## src/hw/rtl/khtab_pkg.sv

```systemverilog
// Shared types, constants and codes of the keyed generational handle table.
package khtab_pkg;

	localparam int unsigned DEPTH = 64;
	localparam int unsigned AW    = $clog2(DEPTH);
	localparam int unsigned CW    = $clog2(DEPTH + 1);

	localparam logic [1:0] CMD_UPSERT = 2'd0;
	localparam logic [1:0] CMD_REMOVE = 2'd1;
	localparam logic [1:0] CMD_FIND   = 2'd2;
	localparam logic [1:0] CMD_HANDLE = 2'd3;

	localparam logic [2:0] ST_OK        = 3'd0;
	localparam logic [2:0] ST_NOT_FOUND = 3'd1;
	localparam logic [2:0] ST_DISABLED  = 3'd2;
	localparam logic [2:0] ST_ZERO_KEY  = 3'd3;
	localparam logic [2:0] ST_FULL      = 3'd4;

	typedef struct packed {
		logic [1:0]  command;
		logic [31:0] key;
		logic [5:0]  handle_slot;
		logic [31:0] handle_generation;
	} req_t;

	typedef struct packed {
		logic [2:0]  status;
		logic        was_update;
		logic [5:0]  out_slot;
		logic [31:0] out_generation;
		logic [31:0] out_key;
		logic [31:0] record_revision;
		logic [6:0]  live_count;
		logic [31:0] table_revision;
	} rsp_t;

	typedef struct packed {
		logic [31:0]   key;
		logic [AW-1:0] slot;
	} idx_t;

	typedef struct packed {
		logic [31:0]   key;
		logic [AW-1:0] owner;
		logic [31:0]   rev;
	} rec_t;

	typedef enum logic [4:0] {
		S_IDLE, S_DECODE, S_SRCH, S_SRCH_CMP, S_HIT_CMP, S_HSLOT_CMP, S_SLOT_CMP,
		S_REC_CMP, S_LAST_CMP, S_DEL_PREP, S_DEL_SHIFT, S_DEL_FIN, S_POP_CMP,
		S_POP_GEN, S_ALLOC, S_INS_SHIFT, S_INS_FIN
	} state_t;

	typedef enum logic [4:0] {
		OP_NONE, OP_LOAD, OP_RES_DIS, OP_RES_NF, OP_RES_ZK, OP_RES_FULL, OP_HRD,
		OP_MID_RD, OP_SRCH_UPD, OP_HIT_RD, OP_SLOT_RD, OP_REC_RD, OP_RES_FIND,
		OP_RES_UPD, OP_DEL_START, OP_MOVE, OP_DEL_PREP, OP_DEL_SHIFT, OP_DEL_FIN,
		OP_POP_RD, OP_POP_GEN, OP_GEN_LATCH, OP_NEW_SLOT, OP_ALLOC, OP_INS_SHIFT,
		OP_INS_FIN
	} op_t;

	typedef struct packed {
		logic       enabled;
		logic [1:0] command;
		logic       key_zero;
		logic       handle_live;
		logic       gen_match;
		logic       n_zero;
		logic       hit;
		logic       free_avail;
		logic       slot_avail;
		logic       last_differs;
		logic       ins_first;
		logic       ins_more;
		logic       del_first;
		logic       del_more;
	} dp_stat_t;

endpackage

```

## src/hw/rtl/khtab_ctrl.sv

```systemverilog
// Controller state machine of the handle table.
module khtab_ctrl import khtab_pkg::*; (
	input  logic     clk,
	input  logic     arst_n,
	input  logic     start,
	input  dp_stat_t stat,
	output op_t      op,
	output logic     busy
);

	state_t state_q, state_d;

	always_ff @(posedge clk or negedge arst_n) begin
		if (!arst_n) begin
			state_q <= S_IDLE;
		end else begin
			state_q <= state_d;
		end
	end

	always_comb begin
		state_d = state_q;
		unique case (state_q)
			S_IDLE: begin
				if (start) state_d = S_DECODE;
			end
			S_DECODE: begin
				if (!stat.enabled) state_d = S_IDLE;
				else if (stat.command == CMD_HANDLE)
					state_d = stat.handle_live ? S_HSLOT_CMP : S_IDLE;
				else if (stat.key_zero) state_d = S_IDLE;
				else state_d = S_SRCH;
			end
			S_SRCH:      state_d = stat.n_zero ? S_HIT_CMP : S_SRCH_CMP;
			S_SRCH_CMP:  state_d = S_SRCH;
			S_HIT_CMP: begin
				if (stat.hit) state_d = S_SLOT_CMP;
				else if (stat.command == CMD_UPSERT && stat.free_avail) state_d = S_POP_CMP;
				else if (stat.command == CMD_UPSERT && stat.slot_avail) state_d = S_ALLOC;
				else state_d = S_IDLE;
			end
			S_HSLOT_CMP: state_d = stat.gen_match ? S_REC_CMP : S_IDLE;
			S_SLOT_CMP:  state_d = S_REC_CMP;
			S_REC_CMP: begin
				if (stat.command == CMD_REMOVE)
					state_d = stat.last_differs ? S_LAST_CMP : S_DEL_PREP;
				else state_d = S_IDLE;
			end
			S_LAST_CMP:  state_d = S_DEL_PREP;
			S_DEL_PREP:  state_d = stat.del_first ? S_DEL_SHIFT : S_DEL_FIN;
			S_DEL_SHIFT: state_d = stat.del_more ? S_DEL_SHIFT : S_DEL_FIN;
			S_DEL_FIN:   state_d = S_IDLE;
			S_POP_CMP:   state_d = S_POP_GEN;
			S_POP_GEN:   state_d = S_ALLOC;
			S_ALLOC:     state_d = stat.ins_first ? S_INS_SHIFT : S_INS_FIN;
			S_INS_SHIFT: state_d = stat.ins_more ? S_INS_SHIFT : S_INS_FIN;
			S_INS_FIN:   state_d = S_IDLE;
			default:     state_d = S_IDLE;
		endcase
	end

	always_comb begin
		op = OP_NONE;
		unique case (state_q)
			S_IDLE: begin
				if (start) op = OP_LOAD;
			end
			S_DECODE: begin
				if (!stat.enabled) op = OP_RES_DIS;
				else if (stat.command == CMD_HANDLE)
					op = stat.handle_live ? OP_HRD : OP_RES_NF;
				else if (stat.key_zero) op = OP_RES_ZK;
				else op = OP_NONE;
			end
			S_SRCH:      op = stat.n_zero ? OP_HIT_RD : OP_MID_RD;
			S_SRCH_CMP:  op = OP_SRCH_UPD;
			S_HIT_CMP: begin
				if (stat.hit) op = OP_SLOT_RD;
				else if (stat.command == CMD_UPSERT && stat.free_avail) op = OP_POP_RD;
				else if (stat.command == CMD_UPSERT && stat.slot_avail) op = OP_NEW_SLOT;
				else if (stat.command == CMD_UPSERT) op = OP_RES_FULL;
				else op = OP_RES_NF;
			end
			S_HSLOT_CMP: op = stat.gen_match ? OP_REC_RD : OP_RES_NF;
			S_SLOT_CMP:  op = OP_REC_RD;
			S_REC_CMP: begin
				if (stat.command == CMD_REMOVE) op = OP_DEL_START;
				else if (stat.command == CMD_UPSERT) op = OP_RES_UPD;
				else op = OP_RES_FIND;
			end
			S_LAST_CMP:  op = OP_MOVE;
			S_DEL_PREP:  op = OP_DEL_PREP;
			S_DEL_SHIFT: op = OP_DEL_SHIFT;
			S_DEL_FIN:   op = OP_DEL_FIN;
			S_POP_CMP:   op = OP_POP_GEN;
			S_POP_GEN:   op = OP_GEN_LATCH;
			S_ALLOC:     op = OP_ALLOC;
			S_INS_SHIFT: op = OP_INS_SHIFT;
			S_INS_FIN:   op = OP_INS_FIN;
			default:     op = OP_NONE;
		endcase
	end

	assign busy = (state_q != S_IDLE);

endmodule

```

## config.mk

```make
export PLATFORM = sky130hd
export DESIGN_NAME = khtab_ctrl
export DESIGN_NICKNAME = d
export VERILOG_FILES = /design/src/hw/rtl/khtab_pkg.sv /design/src/hw/rtl/khtab_ctrl.sv
export SDC_FILE = /design/constraint.sdc
export NUM_CORES = 1
export LEC_CHECK = 0
export BUFFER_PORTS_ARGS = -buffer_cell sky130_fd_sc_hd__buf_2
export CORE_MARGIN = 3
export CORE_UTILIZATION = 54
export CTS_BUF_LIST = sky130_fd_sc_hd__clkbuf_16
export DETAILED_ROUTE_END_ITERATION = 8
export HOLD_SLACK_MARGIN = 0.05
export PLACE_DENSITY = 0.93
export RECOVER_POWER = 25
export REMOVE_ABC_BUFFERS = 1
export SLEW_MARGIN = 20
export SYNTH_ARGS = -nofsm -noshare
export SYNTH_HDL_FRONTEND = slang
export SYNTH_SLANG_ARGS = --single-unit
```

## constraint.sdc

```tcl
create_clock -name clk -period 3.87 [get_ports clk]
set_input_delay 1.161 -clock clk [delete_from_list [all_inputs] [get_ports clk]]
set_output_delay 1.161 -clock clk [all_outputs]
set_load 0.01 [all_outputs]
```

==> run metrics, run 1 <==
initial antenna violation count=0; final wirelength=2249 µm; global-route wire length before repair=approximately 3700 µm; global placement routability congestion=0.9760; worst r2r src=state_q[0]; Routed Antenna Nets=0; Fin Setup TNS=0 ns; register area share after synthesis=0.1580; die height=44.30 µm; Root Driver=clkbuf_16; routed wire length per instance=15.84 µm; CP top delay family=compound AO/OA/AOI/OAI gates; cts bufs inserted=3; Top Registers=state_q x5; Fin. Hold Viols=0; Final Max Tran Viols=0; Mapped Cells=106; Switch Pwr=386.3 µW; cell seen most often among critical-path stages=buf_2; Unique masters post-synth=46; vias in the first global route=795; initial core utilization=0.5938; max_slew headroom=0.5739; Sw Share=0.4671; Worst-path clk slew=0.03 ns; crit path from=stat[8]; Clk pwr share=0.201; RR Endpoint=state_q[0]; initial drt markers=between 40 and 50; max reg flops=5; top-area cell type share of the netlist area=0.1580; DP HPWL=about 1700 µm; leak pwr=around 0.00039 µW; maximum number of pins on one net before global-route repair=19; clk_skew=0.003474 ns; # setup viols final=0; Synth warnings=0; drt first pass iters=4; Cell Chain, Critical Path=buf_2, or3_1, a221oi_1, a211oi_1, o21ai_1, buf_2; clock buffer depth=2; FP Rows=13; outcome=complete, no violations; Synth Cell Area=792.0 µm²; worst vdd ir=0.3368 mV; n_diodes=0; DRC viols=0; Clock Sinks=5; Reg2Reg Depth=5; top cells by area, synth=dfrtp_1, a21oi_1, nor2_1; via-per-instance ratio=6.486; crit share post-route=0.8750; post-synth top area cell=dfrtp_1; arrival time worst endpoint=approximately 2.2 ns; via count=just over 900; Area Overhead vs Synth=21.64%; Syn Area/Cell=7.472 µm²; internal cell power=440.8 µW; asr flop ratio synth=1.000; HP Class=input pin to async pin; Worst EP required=2.71 ns; worst skew pair latency=about 0.23 ns; grt total ovfl=0; pwr/cell area=~860 nW/µm²; Max-cap violations=0; ys flop type=dfrtp_1; worst-path maximum fanout=4; Setup WS pre-CTS=between 0.4 and 0.5 ns; io pins=24; core area=1334 µm²; CTS tree=yes; Post-CTS Resized=0; GRT Overall Usage=0.2496; slowest CP cell=a221oi_1; Largest stage delay, worst path=0.31 ns; Worst Tran Pin Value=0.6391 ns; Reg power frac=0.209; nets@finish=146; CP Buf/Inv Count=2; share of cells above drive strength 1=0.2913; Setup Fix Bufs, Post-CTS=0; critical path capture point type=output port; placed cell count=138; H-tree Lvls=1; port bufs=23; post-layout instance count excluding filler cells=142; chip width=between 40 and 50 µm; flop-to-flop setup slack=2.12 ns; RSZ-0062 raised after global routing=false; Worst Setup Path Type=input pin to output port; min cycle time layout=3.386 ns; EDFF count, synth=0; Comb power frac=0.590; #FFs+latches synth=5; largest register by flop count=state_q; Setup WS post-layout=0.4837 ns; hold bufs inserted after CTS=0; critical path launch point type=input pin; Fmax achieved=295.3 MHz; die area=1962 µm²
[per-stage QoR]
stage | hold slack [ns] | power, µW | util | cell area, µm²
floorplan | 0.7058 | 499.4 | - | 744.5
global placement | 0.8038 | 638.5 | 0.6642 | 885.9
detailed placement | 0.8093 | 653.6 | 0.6642 | 885.9
CTS | 0.7415 | 823.7 | 0.7233 | 964.7
global route | 0.7957 | 886.9 | 0.7223 | 963.4
finish | 0.7760 | 827.2 | 0.7223 | 963.4
[worst reg2reg max path, stage by stage, from the launching register on]
cell     delay, ns
dfrtp_1       0.64
buf_4         0.26
nand2_1       0.10
nor3b_2       0.33
a21oi_1       0.14
a41oi_2       0.19
[power by group through the flow]
| stage | logic, µW | registers [µW] | clock network (µW) |
|---|---|---|---|
| floorplan | 349 | 151 | 0 |
| global placement | 471 | 168 | 0 |
| detailed placement | 483 | 170 | 0 |
| CTS | 486 | 169 | 169 |
| global route | 535 | 181 | 171 |
| finish | 488 | 173 | 166 |
[metal layers]
| layer | up-vias | GRT usage | part of all wire |
|---|---|---|---|
| met3 | 2 | 0.03659 | 0.075 |
| met1 | 426 | 0.3871 | 0.45 |
| met5 | - | 0 | 0 |
| met4 | 0 | 0.06024 | 0.011 |
| met2 | 50 | 0.3576 | 0.47 |
| li1 | 443 | - | - |
[layout make-up]
type / instances / area, µm²
Sequential cell: 5 / 125.1
Clock buffer: 3 / 75.07
Tap cell: 15 / 18.77
Timing Repair Buffer: 24 / 121.4
Inverter: 2 / 7.507
Clock inverter: 1 / 3.754
Fill cell: 122 / 370.4
Multi-Input combinational cell: 92 / 611.8
[layout by cell type (no fill, tap or decap), types with 3 or more instances in the layout]
master     Yosys  final
inv_1          2      3
buf_2          2     22
nand3b_1       3      3
clkbuf_16      0      3
nor3_1         5      5
o211ai_1       5      5
nor4_1         3      3
dfrtp_1        5      5
nand2b_1       3      3
or3_1          4      4
nand3_1        3      3
nor2_1        12     12
a21oi_1       10     10
nand2_1        8      8
[cell usage after synthesis (3+ instances only)]
| cell type | count |
|---|---|
| dfrtp_1 | 5 |
| nor2_1 | 12 |
| o211ai_1 | 5 |
| or3_1 | 4 |
| nand3_1 | 3 |
| nand2b_1 | 3 |
| nor3_1 | 5 |
| nor4_1 | 3 |
| nand3b_1 | 3 |
| a21oi_1 | 10 |
| nand2_1 | 8 |
| buf_4 | 3 |
[how the worst max path moves through the flow]
stage	endpoint	slack, ns	depth (start not counted)
final	op[1]	0.48	6
after global routing	op[1]	0.42	6
after CTS	op[1]	0.50	6
after detailed placement	op[1]	0.50	6
after global placement	op[1]	0.54	6
after floorplan	op[1]	0.75	4
[cells by family (layout without fill, tap and decap cells)]
kind of cell	Yosys count	count (layout)	synth area share
and+or+nand+nor	54	54	0.4044
AOI/OAI and AO/OA	34	34	0.3176
buffers and inverters	9	30	0.06951
DFF	5	5	0.1580
muxes	3	3	0.03949
xor gates and xnor gates	1	1	0.01106
(Power assumes the default switching activity.)
==> run 2, diff against run 1 <==
--- a/config.mk
+++ b/config.mk
@@ -6,12 +6,13 @@
 export NUM_CORES = 1
 export LEC_CHECK = 0
 export BUFFER_PORTS_ARGS = -buffer_cell sky130_fd_sc_hd__buf_2
+export CORE_ASPECT_RATIO = 1.4
 export CORE_MARGIN = 3
-export CORE_UTILIZATION = 54
+export CORE_UTILIZATION = 30
 export CTS_BUF_LIST = sky130_fd_sc_hd__clkbuf_16
 export DETAILED_ROUTE_END_ITERATION = 8
 export HOLD_SLACK_MARGIN = 0.05
-export PLACE_DENSITY = 0.93
+export PLACE_DENSITY = 0.61
 export RECOVER_POWER = 25
 export REMOVE_ABC_BUFFERS = 1
 export SLEW_MARGIN = 20
==> run 2 against run 1 <==
Compared with the run above:
- non-clock buffer count stayed put
- die area up 68%
- combinational power is essentially flat
- count of clock-buffer cells in the layout unchanged
- design area is 2.5% higher
- highest routed layer is now met3
==> run metrics, run 2 (same netlist as run 1, synthesis figures left out) <==
via count=879; Clock Sinks=5; Max-cap violations=0; via-per-instance ratio=approximately 5.5; leading cell type in the layout, fill and taps excluded=buf_2; chip width=approximately 49 µm; Worst Tran Pin Value=0.6391 ns; slowest CP cell=nor4_1; overall power=820.6 µW; global placement routability congestion=between 0.8 and 0.9; cell seen most often among critical-path stages=buf_2; worst r2r src=state_q[0]; Top Registers=state_q x5; Cell Chain, Critical Path=buf_2, nor4_1, a21oi_1, o21ai_0, o21ai_1, buf_2; Worst-path clk slew=0.03 ns; FILL cells=254; vias in the first global route=833; Setup WS pre-CTS=between 0.5 and 0.6 ns; maximum number of pins on one net before global-route repair=19; FP Rows=21; die area=3301 µm²; die height=66.80 µm; port bufs=23; outcome=complete, no violations; flop-to-flop setup slack=roughly 2 ns; Final Max Tran Viols=0; H-tree Lvls=1; CP top delay family=compound AO/OA/AOI/OAI gates; n_diodes=0; DP Area=909.6 µm²; arrival time worst endpoint=approximately 2.2 ns; Setup WS post-layout=roughly 0.5 ns; final wirelength=between 2000 and 2500 µm; CTS tree=yes; Setup Fix Bufs, Post-CTS=0; Largest stage delay, worst path=around 0.35 ns; Worst Setup Path Type=input pin to output port; grt total ovfl=0; io pins=24; Root Driver=clkbuf_16; RR Endpoint=state_q[1]; crit share post-route=0.8709; # setup viols final=0; cts bufs inserted=3; most frequent cells in the layout=buf_2, nor2_1, a21oi_1; nets@finish=146; max_slew headroom=0.5739; Fmax achieved=296.7 MHz; initial core utilization=0.3241; clock buffer depth=2; RSZ-0062 raised after global routing=false; Worst EP required=2.71 ns; share of cells above drive strength 1=0.2913; max reg flops=5; critical path capture point type=output port; DRC viols=0; CP Buf/Inv Count=2; Routed Antenna Nets=0; Area Overhead vs Synth=24.64%; Fin. Hold Viols=0; drt first pass iters=4; HP Class=input pin to async pin; worst vdd ir=0.2621 mV; Worst path depth=6; Seq. cell area=125.1 µm²; initial drt markers=52; min cycle time layout=~3.4 ns; DP HPWL=1761 µm; Fin Setup TNS=0 ns; Design Area, Final=a little under 1000 µm²; largest register by flop count=state_q; critical path launch point type=input pin; global-route wire length before repair=~3800 µm; leak pwr=between 0.0003 and 0.0004 µW; worst skew pair latency=roughly 0.22 ns; initial antenna violation count=0; routed wire length per instance=between 10 and 15 µm; area of the multi-input gates=611.8 µm²; pwr/cell area=about 830 nW/µm²; hold bufs inserted after CTS=0; Post-CTS Resized=0; worst-path maximum fanout=7; GRT Overall Usage=0.1460; core area=around 2400 µm²; clk_skew=between 0.0007 and 0.0008 ns; Reg2Reg Depth=5
[run 2: cell counts in the layout (fill, tap and decap cells not counted)]
No cell type changed its count.
[run 2: where the power goes]
group | internal, µW | switching (µW)
clock network | 134 | 30.8
registers | 72.8 | 96.7
logic | 234 | 253
[run 2: worst max path at each step]
stage	slack, ns	end	start
global placement	0.52	op[1]	stat[8]
CTS	0.50	op[1]	stat[13]
floorplan	0.75	op[1]	stat[8]
finish	0.50	op[1]	stat[13]
detailed placement	0.52	op[1]	stat[13]
global route	0.42	op[1]	stat[8]
[run 2: per-stage QoR]
step / instances / utilization / hold WS (ns)
floorplan: 99 / - / 0.7058
finish: 161 / 0.4040 / 0.7795
detailed placement: 157 / 0.3722 / 0.8082
global route: 161 / 0.4040 / 0.8048
global placement: 157 / 0.3722 / 0.8205
CTS: 161 / 0.4045 / 0.7419
[run 2: per-layer routing]
layer  up-vias  GRT usage  routed length (µm)
met1       404     0.1734                 998
met4         0    0.02076                   0
met2        30     0.2685                1203
met5         -          0                   0
li1        445          -                   -
met3         0    0.03579                 103
[run 2: layout make-up]
cell class | instances | share of cell area
clock buffers | 3 | 0.07605
clock inverters | 1 | 0.003802
inverters | 2 | 0.007605
multi-input cells | 92 | 0.6198
flip-flops and latches | 5 | 0.1267
well taps | 34 | 0.04309
repair buffers | 24 | 0.1229
